==> config.mk <==
export PLATFORM = sky130hd
export DESIGN_NAME = vector_distance_accumulator_core
export DESIGN_NICKNAME = d
export VERILOG_FILES = /design/src/design/vda_pkg.sv /design/src/design/vda_front.sv /design/src/design/vda_queue.sv /design/src/design/vda_back.sv /design/src/design/vector_distance_accumulator_core.sv
export SDC_FILE = /design/constraint.sdc
export NUM_CORES = 2
export LEC_CHECK = 0
export ABC_AREA = 1
export CAP_MARGIN = 30
export CORE_ASPECT_RATIO = 0.75
export CORE_MARGIN = 5
export CORE_UTILIZATION = 45
export CTS_CLUSTER_DIAMETER = 60
export DETAILED_ROUTE_END_ITERATION = 10
export DONT_BUFFER_PORTS = 1
export SLEW_MARGIN = 10
export SYNTH_ARGS = -nofsm -noshare
export SYNTH_HDL_FRONTEND = slang
export SYNTH_SLANG_ARGS = --single-unit
export TNS_END_PERCENT = 30
==> constraint.sdc <==
create_clock -name clock -period 28.4 [get_ports clock]
set_input_delay 5.68 -clock clock [delete_from_list [all_inputs] [get_ports clock]]
set_output_delay 5.68 -clock clock [all_outputs]
set_load 0.005 [all_outputs]
==> src/design/vda_pkg.sv <==
package vda_pkg;

   localparam int unsigned ELEM_BITS_DEFAULT = 16;
   localparam int unsigned ACC_BITS          = 32;
   localparam int unsigned MODE_BITS         = 4;
   localparam int unsigned QUEUE_DEPTH       = 4;

   typedef enum logic [3:0] {
      MODE_LINF  = 4'd0,
      MODE_L2    = 4'd1,
      MODE_L1    = 4'd2,
      MODE_L0    = 4'd3,
      MODE_CHI2  = 4'd4,
      MODE_HELL  = 4'd5,
      MODE_KL2   = 4'd6,
      MODE_KL1   = 4'd7,
      MODE_KCHI2 = 4'd8,
      MODE_KHELL = 4'd9,
      MODE_MIN   = 4'd10
   } mode_type;

   // Operation class chosen by the front end.
   typedef enum logic [2:0] {
      OP_NONE = 3'd0,
      OP_MAX  = 3'd1,
      OP_ADD  = 3'd2,
      OP_DIV  = 3'd3,
      OP_SQRT = 3'd4
   } op_type;

   // Sequencer states of the back end.
   typedef enum logic [1:0] {
      ST_IDLE = 2'd0,
      ST_DIV  = 2'd1,
      ST_SQRT = 2'd2,
      ST_DONE = 2'd3
   } state_type;

   // Classified work item passed from front to back.
   typedef struct packed {
      op_type             op;
      logic               last;
      logic               hell;     // Hellinger distance: add sum - 2*root
      logic [31:0]        value;    // term, or dividend, or radicand
      logic [31:0]        divisor;
      logic [31:0]        sum;
   } work_type;

endpackage

==> src/design/vda_front.sv <==
module vda_front #(
   parameter int unsigned ELEM_BITS = vda_pkg::ELEM_BITS_DEFAULT
) (
   input  logic                 clock,
   input  logic                 reset,
   input  logic                 in_valid,
   output logic                 in_stall,
   input  logic [ELEM_BITS-1:0] elem_a,
   input  logic [ELEM_BITS-1:0] elem_b,
   input  logic                 last_elem,
   input  logic [3:0]           mode,
   output logic                 out_valid,
   input  logic                 out_stall,
   output vda_pkg::work_type    out_item
);

   logic                 valid_ff, valid_in;
   vda_pkg::work_type    item_ff, item_in;
   logic [31:0]          a32, b32, diff, prod, sum, lo;

   assign in_stall = valid_ff && out_stall;

   always_comb begin
      a32  = 32'(elem_a);
      b32  = 32'(elem_b);
      diff = (a32 >= b32) ? a32 - b32 : b32 - a32;
      lo   = (a32 <= b32) ? a32 : b32;
      prod = a32 * b32;
      sum  = a32 + b32;
      item_in = '0;
      item_in.last = last_elem;
      item_in.sum  = sum;
      item_in.op   = vda_pkg::OP_NONE;
      case (mode)
         vda_pkg::MODE_LINF: begin
            item_in.op = vda_pkg::OP_MAX; item_in.value = diff;
         end
         vda_pkg::MODE_L2: begin
            item_in.op = vda_pkg::OP_ADD; item_in.value = diff * diff;
         end
         vda_pkg::MODE_L1: begin
            item_in.op = vda_pkg::OP_ADD; item_in.value = diff;
         end
         vda_pkg::MODE_L0: begin
            item_in.op = vda_pkg::OP_ADD; item_in.value = 32'(a32 != b32);
         end
         vda_pkg::MODE_CHI2: begin
            item_in.op = vda_pkg::OP_DIV; item_in.value = diff * diff;
            item_in.divisor = sum;
         end
         vda_pkg::MODE_HELL: begin
            item_in.op = vda_pkg::OP_SQRT; item_in.value = prod; item_in.hell = 1'b1;
         end
         vda_pkg::MODE_KL2: begin
            item_in.op = vda_pkg::OP_ADD; item_in.value = prod;
         end
         vda_pkg::MODE_KL1, vda_pkg::MODE_MIN: begin
            item_in.op = vda_pkg::OP_ADD; item_in.value = lo;
         end
         vda_pkg::MODE_KCHI2: begin
            item_in.op = vda_pkg::OP_DIV; item_in.value = prod;
            item_in.divisor = sum >> 1;
         end
         vda_pkg::MODE_KHELL: begin
            item_in.op = vda_pkg::OP_SQRT; item_in.value = prod;
         end
         default: item_in.op = vda_pkg::OP_NONE;
      endcase
   end

   always_comb begin
      valid_in = valid_ff;
      if (!in_stall) valid_in = in_valid;
   end

   always_ff @(posedge clock) begin
      if (reset) valid_ff <= 1'b0;
      else       valid_ff <= valid_in;
      if (!in_stall && in_valid) item_ff <= item_in;
   end

   assign out_valid = valid_ff;
   assign out_item  = item_ff;

endmodule

==> src/design/vda_queue.sv <==
module vda_queue #(
   parameter int unsigned DEPTH = vda_pkg::QUEUE_DEPTH
) (
   input  logic              clock,
   input  logic              reset,
   input  logic              in_valid,
   output logic              in_stall,
   input  vda_pkg::work_type in_item,
   output logic              out_valid,
   input  logic              out_stall,
   output vda_pkg::work_type out_item
);

   localparam int unsigned PTR_BITS = (DEPTH > 1) ? $clog2(DEPTH) : 1;

   vda_pkg::work_type         slot_ff [DEPTH];
   logic [PTR_BITS-1:0]       wr_ff, wr_in, rd_ff, rd_in;
   logic [PTR_BITS:0]         count_ff, count_in;
   logic                      push, pop;

   assign in_stall  = (count_ff == (PTR_BITS+1)'(DEPTH));
   assign out_valid = (count_ff != '0);
   assign out_item  = slot_ff[rd_ff];
   assign push      = in_valid && !in_stall;
   assign pop       = out_valid && !out_stall;

   always_comb begin
      wr_in = wr_ff;
      rd_in = rd_ff;
      if (push) wr_in = (wr_ff == PTR_BITS'(DEPTH-1)) ? '0 : wr_ff + 1'b1;
      if (pop)  rd_in = (rd_ff == PTR_BITS'(DEPTH-1)) ? '0 : rd_ff + 1'b1;
      count_in = count_ff + (PTR_BITS+1)'(push) - (PTR_BITS+1)'(pop);
   end

   always_ff @(posedge clock) begin
      if (reset) begin
         wr_ff <= '0; rd_ff <= '0; count_ff <= '0;
      end else begin
         wr_ff <= wr_in; rd_ff <= rd_in; count_ff <= count_in;
      end
      if (push) slot_ff[wr_ff] <= in_item;
   end

endmodule

==> src/design/vda_back.sv <==
module vda_back (
   input  logic              clock,
   input  logic              reset,
   input  logic              in_valid,
   output logic              in_stall,
   input  vda_pkg::work_type in_item,
   output logic              rsp_valid,
   input  logic              rsp_stall,
   output logic [31:0]       rsp_distance
);

   vda_pkg::state_type state_ff, state_in;
   vda_pkg::work_type  item_ff, item_in;
   logic [31:0] acc_ff, acc_in, rem_ff, rem_in, quo_ff, quo_in, root_ff, root_in;
   logic [31:0] bit_ff, bit_in, term;
   logic [5:0]  cnt_ff, cnt_in;
   logic        take, finish, ovalid_ff, ovalid_in;
   logic [31:0] odata_ff, odata_in;
   logic [32:0] trial;

   // A new transaction is taken only when idle and the output slot can absorb a result.
   assign take     = (state_ff == vda_pkg::ST_IDLE) && in_valid && !(ovalid_ff && rsp_stall);
   assign in_stall = !take;

   always_comb begin
      state_in = state_ff;
      unique case (state_ff)
         vda_pkg::ST_IDLE:
            if (take) begin
               if (in_item.op == vda_pkg::OP_DIV && in_item.divisor != '0)
                  state_in = vda_pkg::ST_DIV;
               else if (in_item.op == vda_pkg::OP_SQRT)
                  state_in = vda_pkg::ST_SQRT;
            end
         vda_pkg::ST_DIV:  if (cnt_ff == 6'd31) state_in = vda_pkg::ST_DONE;
         vda_pkg::ST_SQRT: if (cnt_ff == 6'd15) state_in = vda_pkg::ST_DONE;
         vda_pkg::ST_DONE: if (!(ovalid_ff && rsp_stall)) state_in = vda_pkg::ST_IDLE;
         default: state_in = vda_pkg::ST_IDLE;
      endcase
   end

   always_comb begin
      item_in = item_ff;
      rem_in  = rem_ff;
      quo_in  = quo_ff;
      root_in = root_ff;
      bit_in  = bit_ff;
      cnt_in  = cnt_ff;
      trial   = '0;
      term    = '0;
      finish  = 1'b0;
      unique case (state_ff)
         vda_pkg::ST_IDLE: begin
            item_in = in_item;
            rem_in  = '0;
            quo_in  = in_item.value;
            root_in = '0;
            bit_in  = 32'h4000_0000;
            cnt_in  = '0;
            if (in_item.op == vda_pkg::OP_SQRT) rem_in = in_item.value;
            if (take) begin
               if (in_item.op == vda_pkg::OP_ADD) term = in_item.value;
               finish = !(in_item.op == vda_pkg::OP_SQRT ||
                          (in_item.op == vda_pkg::OP_DIV && in_item.divisor != '0));
            end
         end
         vda_pkg::ST_DIV: begin
            // Restoring division, one quotient bit per cycle.
            trial = {rem_ff, quo_ff[31]} - {1'b0, item_ff.divisor};
            if (!trial[32]) begin
               rem_in = trial[31:0];
               quo_in = {quo_ff[30:0], 1'b1};
            end else begin
               rem_in = {rem_ff[30:0], quo_ff[31]};
               quo_in = {quo_ff[30:0], 1'b0};
            end
            cnt_in = cnt_ff + 6'd1;
         end
         vda_pkg::ST_SQRT: begin
            // Digit-by-digit square root, one result bit per cycle.
            if (rem_ff >= root_ff + bit_ff) begin
               rem_in  = rem_ff - (root_ff + bit_ff);
               root_in = (root_ff >> 1) + bit_ff;
            end else begin
               root_in = root_ff >> 1;
            end
            bit_in = bit_ff >> 2;
            cnt_in = cnt_ff + 6'd1;
         end
         vda_pkg::ST_DONE: begin
            if (!(ovalid_ff && rsp_stall)) begin
               finish = 1'b1;
               if (item_ff.op == vda_pkg::OP_DIV) term = quo_ff;
               else if (item_ff.hell) term = item_ff.sum - {root_ff[30:0], 1'b0};
               else term = root_ff;
            end
         end
         default: ;
      endcase
   end

   always_comb begin
      acc_in    = acc_ff;
      ovalid_in = ovalid_ff && rsp_stall;
      odata_in  = odata_ff;
      if (finish) begin
         if (state_ff == vda_pkg::ST_IDLE && in_item.op == vda_pkg::OP_MAX)
            acc_in = (in_item.value > acc_ff) ? in_item.value : acc_ff;
         else
            acc_in = acc_ff + term;
         if ((state_ff == vda_pkg::ST_IDLE) ? in_item.last : item_ff.last) begin
            ovalid_in = 1'b1;
            odata_in  = acc_in;
            acc_in    = '0;
         end
      end
   end

   always_ff @(posedge clock) begin
      if (reset) begin
         state_ff  <= vda_pkg::ST_IDLE;
         acc_ff    <= '0;
         ovalid_ff <= 1'b0;
         cnt_ff    <= '0;
      end else begin
         state_ff  <= state_in;
         acc_ff    <= acc_in;
         ovalid_ff <= ovalid_in;
         cnt_ff    <= cnt_in;
      end
      item_ff  <= item_in;
      rem_ff   <= rem_in;
      quo_ff   <= quo_in;
      root_ff  <= root_in;
      bit_ff   <= bit_in;
      odata_ff <= odata_in;
   end

   assign rsp_valid    = ovalid_ff;
   assign rsp_distance = odata_ff;

endmodule

==> src/design/vector_distance_accumulator_core.sv <==
// Streaming distance and kernel accumulator for pairs of unsigned vector elements.
// A front stage classifies each pair by the mode register and forms its term; a
// four-entry queue feeds a back end that folds terms into a 32-bit accumulator
// and emits it on the pair marked last. Additive modes and L-infinity fold their
// term as the pair is taken. Chi2 and the chi2 kernel run a bit-serial divider,
// Hellinger modes a bit-serial square root; no new pair is taken until that result
// is folded in. A division by zero adds nothing. Write mode only when idle.
module vector_distance_accumulator_core #(
   parameter int unsigned ELEM_BITS = vda_pkg::ELEM_BITS_DEFAULT
) (
   input  logic                 clock,
   input  logic                 reset,
   input  logic                 req_valid,
   output logic                 req_stall,
   input  logic [ELEM_BITS-1:0] req_elem_a,
   input  logic [ELEM_BITS-1:0] req_elem_b,
   input  logic                 req_last_elem,
   output logic                 rsp_valid,
   input  logic                 rsp_stall,
   output logic [31:0]          rsp_distance,
   input  logic                 csr_write,
   input  logic [3:0]           csr_mode
);

   logic [3:0]        mode_ff;
   logic              f_valid, f_stall, q_valid, q_stall;
   vda_pkg::work_type f_item, q_item;

   always_ff @(posedge clock) begin
      if (reset)          mode_ff <= 4'(vda_pkg::MODE_L2);
      else if (csr_write) mode_ff <= csr_mode;
   end

   vda_front #(.ELEM_BITS(ELEM_BITS)) u_front (
      .clock, .reset,
      .in_valid(req_valid), .in_stall(req_stall),
      .elem_a(req_elem_a), .elem_b(req_elem_b), .last_elem(req_last_elem),
      .mode(mode_ff),
      .out_valid(f_valid), .out_stall(f_stall), .out_item(f_item)
   );

   vda_queue #(.DEPTH(vda_pkg::QUEUE_DEPTH)) u_queue (
      .clock, .reset,
      .in_valid(f_valid), .in_stall(f_stall), .in_item(f_item),
      .out_valid(q_valid), .out_stall(q_stall), .out_item(q_item)
   );

   vda_back u_back (
      .clock, .reset,
      .in_valid(q_valid), .in_stall(q_stall), .in_item(q_item),
      .rsp_valid, .rsp_stall, .rsp_distance
   );

endmodule

* Yosys cells after proc, flatten, opt, wreduce, memory -nomap -nowiden *
Memory sizes are Yosys's and may differ from the RTL's. A register that Yosys moved wholly into a read port is not among the register bits.
Cells that the tools add are included.
W data, S select, Z words.

word-level totals
  flip-flop bits (word level) = 383
  memory bits (writable) = 404
  bits of input ports = 42
  output and inout port bits = 34
  memories = 1

memory list
  memory           words  width  read ports  clocked after Yosys merged registers in  write ports  RTL line         source
  u_queue.slot_ff  4      101    1           1                                        1            vda_queue.sv:16  vda_pkg::work_type slot_ff [DEPTH];

cells by class
  add/sub/neg operators = 14
  $mul = 2
  $lt $le $gt $ge = 4
  equal/unequal tests = 30
  mux-type cells = 44
  reduce and logical (&&, ||, !) cells = 33

operators with widths
  cell                  count
  $mux W32              13
  $pmux W32 S2          5
  $pmux W32 S5          1
  $pmux W32 S3          1
  $add A32 B32 Y32      2
  $sub A32 B32 Y32      2
  $sub A16 B16 Y17      2
  $sub A33 B32 Y33      1
  $add A31 B32 Y32      1
  $ge A32 B32 Y1        1
  $gt A32 B32 Y1        1
  $mul A16 B16 Y32      1
  $mul A32 B32 Y32      1
  $reduce_bool A32 Y1   1
  $mux W2               10
  $add A16 B16 Y17      1
  $eq A4 B3 Y1 const B  4
  $ge A16 B16 Y1        1
  $le A16 B16 Y1        1
  $mux W16              1
  $ne A16 B16 Y1        1
  $eq A4 B4 Y1 const B  3
  $pmux W3 S4           1
  $pmux W6 S2           1
  other kinds (31)      70

* Longest topological paths before layout *
  word-level depth = 8
  gate-level depth with buffers = 48
  depth with buffers taken out = 45

* Cells and area by module *
A second synthesis with hierarchy kept.

unflattened totals
  cells, all modules = 7,241
  area total of the unflattened synthesis = 64,450.6 sq um

modules (own cells, without submodules)
  module                            times used  cells an instance  area an instance (sq um)  seq. area each (sq um)
  vda_front                         1           3,237              26,304.0                  2,152.1
  vda_back                          1           2,932              21,705.8                  7,216.9
  vda_queue                         1           1,047              16,265.6                  12,311.8
  vector_distance_accumulator_core  1           25                 175.2                     80.1

* Least setup slack after synthesis *
Ideal clock, no wire load.

  path kind = input port to flip-flop
  start = in req_elem_a[4]
  end = reg u_front.item_ff, in the netlist u_front.out_item[93], data pin
  setup time = 0.262 ns
  arrival = 14.042 ns
  data required time = 28.138 ns
  setup slack = 14.096 ns
  cell stages on the path = 40
  path buffers = 4
  cell sequence = clkbuf_1 clkbuf_1 inv_1 ha_1 buf_2 nand2_1 nor3_2 nand2_1 nand3_2 nand2_1 nand3_4 inv_4 o21ai_2 xor2_2 buf_2 nor2_1 fa_1 inv_1 [... 4 more ...] fa_1 inv_1 fa_1 fa_1 fa_1 fa_1 ha_1 nand2_1 nor2_1 inv_1 nor3_1 nand3_1 nand3_1 a21oi_1 o21ai_0 nand2_1 nand3_1 nand3_1

RTL lines
  element               RTL line                                source
  from (decl)           vector_distance_accumulator_core.sv:15  input logic [ELEM_BITS-1:0] req_elem_a,
  to (signal assigned)  vda_front.sv:79                         if (!in_stall && in_valid) item_ff <= item_in;
  to (decl)             vda_front.sv:18                         vda_pkg::work_type item_ff, item_in;

==> impl_metrics.prom <==
# TYPE chip_impl_metric gauge
chip_impl_metric{name="finalSetupViolCount",unit=""} 0
chip_impl_metric{name="maxSlewHeadroom",unit="%"} 25.6
chip_impl_info{name="worst_setup_path_start_kind",value="input port"} 1
chip_impl_metric{name="detailed_place_hpwl",unit="mm"} 140
chip_impl_info{name="synth.top_cells.by_area",value="edfxtp_1, fa_1, ha_1"} 1
chip_impl_metric{name="ys_warn_count",unit=""} 0
chip_impl_metric{name="met3RoutedLength",unit="mm"} 15.1
chip_impl_metric{name="worst-r2r-cell-count",unit=""} 26
chip_impl_metric{name="post_cts_resized",unit=""} 0
chip_impl_metric{name="portBuffers",unit=""} 0
chip_impl_metric{name="met2_wirelength",unit="mm"} 73.5
chip_impl_metric{name="synth.net_count",unit=""} 7648
chip_impl_metric{name="timing.reg2reg.setup_slack",unit="ps"} 21880
chip_impl_metric{name="fillerInstances",unit=""} 12100
chip_impl_metric{name="tritoncts_num_sinks",unit=""} 593
chip_impl_metric{name="finish.net_count",unit=""} 7533
chip_impl_metric{name="max_slew.worst_pin.slew",unit="ps"} 1120
chip_impl_metric{name="ff_latch_area",unit="mm^2"} 0.0173
chip_impl_info{name="cts_root_buf",value="clkbuf_16"} 1
chip_impl_info{name="hp-class",value="reg -> reg"} 1
chip_impl_metric{name="layout-drive-gt1-share",unit="%"} 4.05
chip_impl_metric{name="detailedRoute.firstPassIterationCount",unit=""} 6
chip_impl_metric{name="wl_met1",unit="mm"} 82.3
chip_impl_metric{name="synthesis_to_finish_area_growth",unit="%"} 6.83
chip_impl_metric{name="synth_area_per_cell",unit="um^2"} 8.48
chip_impl_metric{name="clock_path_buffers",unit=""} 3
chip_impl_metric{name="ys_seq_area_share",unit="%"} 30.6
chip_impl_metric{name="final_antenna_net_count",unit=""} 0
chip_impl_info{name="highest_routed_layer",value="met5"} 1
chip_impl_metric{name="grt_use_total",unit="%"} 26.5
chip_impl_metric{name="crit_path_max_fanout",unit=""} 18
chip_impl_metric{name="final_core_util",unit="%"} 48.4
chip_impl_info{name="cts_tree",value="built"} 1
chip_impl_info{name="synth.largest_area_cell",value="edfxtp_1"} 1
chip_impl_metric{name="post-cts-setup-buffer-count",unit=""} 0
chip_impl_metric{name="clk_pin_slew",unit="ps"} 60
chip_impl_metric{name="post_dr_wirelength_cell",unit="um"} 21.2
chip_impl_metric{name="pre_cts_worst_setup_slack",unit="ps"} 13210
chip_impl_metric{name="max_stage_delay",unit="ps"} 750
chip_impl_metric{name="multiInputGateArea",unit="mm^2"} 0.0333
chip_impl_metric{name="vias",unit=""} 45100
chip_impl_metric{name="route.detailed.vias_per_inst",unit=""} 5.48
chip_impl_info{name="reg2reg_to",value="u_back.root_ff[2]"} 1
chip_impl_metric{name="global_route_wire_length_before_repair",unit="mm"} 270
chip_impl_metric{name="synth.ff_latch_count",unit=""} 593
chip_impl_metric{name="timing_max_transition_violations_final",unit=""} 0
chip_impl_metric{name="cts.htree.levels",unit=""} 3
chip_impl_info{name="status",value="finished clean"} 1
chip_impl_info{name="worstSetupEndpointType",value="flip-flop"} 1
chip_impl_info{name="critical_path.reg2reg.startpoint",value="u_back.root_ff[8]"} 1
chip_impl_metric{name="tritoncts.num_buffers",unit=""} 72
chip_impl_metric{name="yosysTopAreaCellShare",unit="%"} 28.7
chip_impl_info{name="layout.cells.most_common",value="nand2_1"} 1
chip_impl_metric{name="fin_crit",unit="ps"} 14620
chip_impl_info{name="cp-startpoint",value="req_elem_a[0]"} 1
chip_impl_metric{name="floorplan.initialDensity",unit="%"} 45.3
chip_impl_metric{name="die_h",unit="um"} 316
chip_impl_metric{name="grt_pass1_vias",unit=""} 44100
chip_impl_info{name="cp-endpoint",value="u_front.out_item[93]"} 1
chip_impl_metric{name="cell_row_count",unit=""} 112
chip_impl_metric{name="grt_max_degree",unit=""} 68
chip_impl_metric{name="post_synth_inst_count",unit=""} 6642
chip_impl_metric{name="grt.overflow.total",unit=""} 0
chip_impl_info{name="slowest_stage_cell_crit_path",value="ha_1"} 1
chip_impl_metric{name="fmaxAchievable",unit="MHz"} 68.4
chip_impl_metric{name="ios",unit=""} 76
chip_impl_metric{name="finalCritPeriodShare",unit="%"} 51.5
chip_impl_metric{name="synth_enable_flop_cells",unit=""} 538
chip_impl_metric{name="synthesis.area",unit="mm^2"} 0.0564
chip_impl_metric{name="drt_drc_violations_left",unit=""} 0
chip_impl_metric{name="max_cap_viol_count",unit=""} 0
chip_impl_info{name="synth_ff_type",value="edfxtp_1"} 1
chip_impl_metric{name="die_w",unit="um"} 419
chip_impl_metric{name="die_area",unit="mm^2"} 0.132
chip_impl_metric{name="hold_viol_final",unit=""} 0
chip_impl_metric{name="wirelength",unit="mm"} 175
chip_impl_metric{name="cts.hold.buffers_added",unit=""} 0
chip_impl_info{name="most-common-layout-cells",value="nand2_1, inv_1, edfxtp_1"} 1
chip_impl_metric{name="routability_congestion_estimate",unit=""} 0.981
chip_impl_metric{name="postSynth.asyncResetShare",unit="%"} 0
chip_impl_metric{name="fin_skew",unit="ps"} 30.3
chip_impl_metric{name="timing.critical_path.required",unit="ps"} 28740
chip_impl_metric{name="clk_latency",unit="ps"} 620
chip_impl_metric{name="grt_antenna_before_repair",unit=""} 6
chip_impl_metric{name="drt-initial-drc-count",unit=""} 4460
chip_impl_metric{name="crit_arrival",unit="ps"} 14960
chip_impl_metric{name="setup-tns-final",unit="ps"} 0
chip_impl_metric{name="netlist-cell-type-count",unit=""} 68
chip_impl_info{name="rsz_0062_raised_after_global_routing",value="false"} 1
chip_impl_metric{name="core_area",unit="mm^2"} 0.124
chip_impl_info{name="path_class",value="in -> reg"} 1
chip_impl_metric{name="postLayoutSetupSlackWorst",unit="ps"} 13780
## critical path, delay by kind of cell
family | cells | cell delay (ps)
AOI/OAI and AO/OA | 3 | 380
xor gates and xnor gates | 1 | 150
adders and majority gates | 10 | 4930
buffers and inverters | 10 | 1680
and+or+nand+nor | 14 | 2100
## sequential cells by signal, summed over array words and instances, names as in the netlist, named ones only
| name | cells |
|---|---|
| u_queue.count_ff | 3 |
| u_back.cnt_ff | 6 |
| u_back.root_ff | 32 |
| u_back.quo_ff | 32 |
| u_back.bit_ff | 16 |
| u_back.item_ff | 39 |
| mode_ff | 4 |
| u_queue.rd_ff | 2 |
| u_queue.slot_ff | 284 |
| u_back.state_ff | 2 |
| u_back.rem_ff | 32 |
| u_back.acc_ff | 32 |
| u_front.out_item | 71 |
| u_back.rsp_valid | 1 |
| u_queue.wr_ff | 2 |
| u_back.rsp_distance | 32 |
| u_front.out_valid | 1 |
## synth_stat cells, types with 12 or more instances
library cell and count:
nand2_1 1376, inv_1 1244, edfxtp_1 538, fa_1 512, a21oi_1 511, ha_1 452, o21ai_0 384, nor2_1 380
nand3_1 297, clkbuf_1 159, xor2_1 91, o211ai_1 85, xnor2_1 68, dfxtp_1 55, nor3_1 54, o22ai_1 43
nand4_1 38, buf_2 37, o21ai_1 27, or2_2 26, o21bai_1 20, a21o_1 19, a31oi_1 18, buf_6 17
nor4_1 15, buf_1 14, inv_2 14, o2111ai_1 14, buf_4 12, o21a_1 12
## cell type report
class / instances / share of cell area (%)
antenna: 1 / 0.00416
clock buffer: 86 / 3.12
clock inverter: 46 / 0.867
inverter: 1262 / 7.88
multi-input combinational: 4548 / 55.3
sequential: 593 / 28.7
tap: 1653 / 3.44
timing repair buffer: 50 / 0.696
## per-stage QoR
| stage | hold WS, ps | instances | instance area, um^2 |
|---|---|---|---|
| 2_1_floorplan | 459 | 6642 | 56400 |
| 3_3_place_gp | 472 | 8103 | 57700 |
| 3_5_place_dp | 478 | 8106 | 57800 |
| 4_1_cts | 487 | 8238 | 60200 |
| 5_1_grt | 507 | 8238 | 60200 |
| 6_report | 485 | 8239 | 60200 |
## routing by layer
metal | vias up | track usage [%]
met2 | 1741 | 39.6
met5 | - | 0
met4 | 2 | 5.92
met3 | 196 | 4.38
li1 | 21300 | -
met1 | 21900 | 40.4
## worst min-delay path by stage
stage                     slack (ps)  depth (start not counted)           startpoint                    end
after detailed placement         480                          2     u_back.acc_ff[7]       u_back.acc_ff[7]
final                            480                          2     u_back.acc_ff[7]       u_back.acc_ff[7]
after global placement           470                          2     u_back.acc_ff[7]       u_back.acc_ff[7]
after global routing             510                          2    u_back.acc_ff[18]      u_back.acc_ff[18]
after floorplan                  460                          0  u_front.out_item[0]  u_queue.slot_ff[0][0]
after CTS                        490                          2     u_back.acc_ff[7]       u_back.acc_ff[7]
## kinds of logic after synthesis
kind of cell               after synthesis  share of synthesized area, %
muxes                                    1                        0.0178
adders and majority gates              964                          28.2
AOI/OAI and AO/OA                     1199                          11.9
and+or+nand+nor                       2218                          16.2
buffers and inverters                 1501                          10.4
DFF                                    593                          30.6
xor gates and xnor gates               166                          2.67
Power is left out: the tool's default activity adds up to more than one toggle a clock period on the data nets, which glitch-free logic cannot reach.
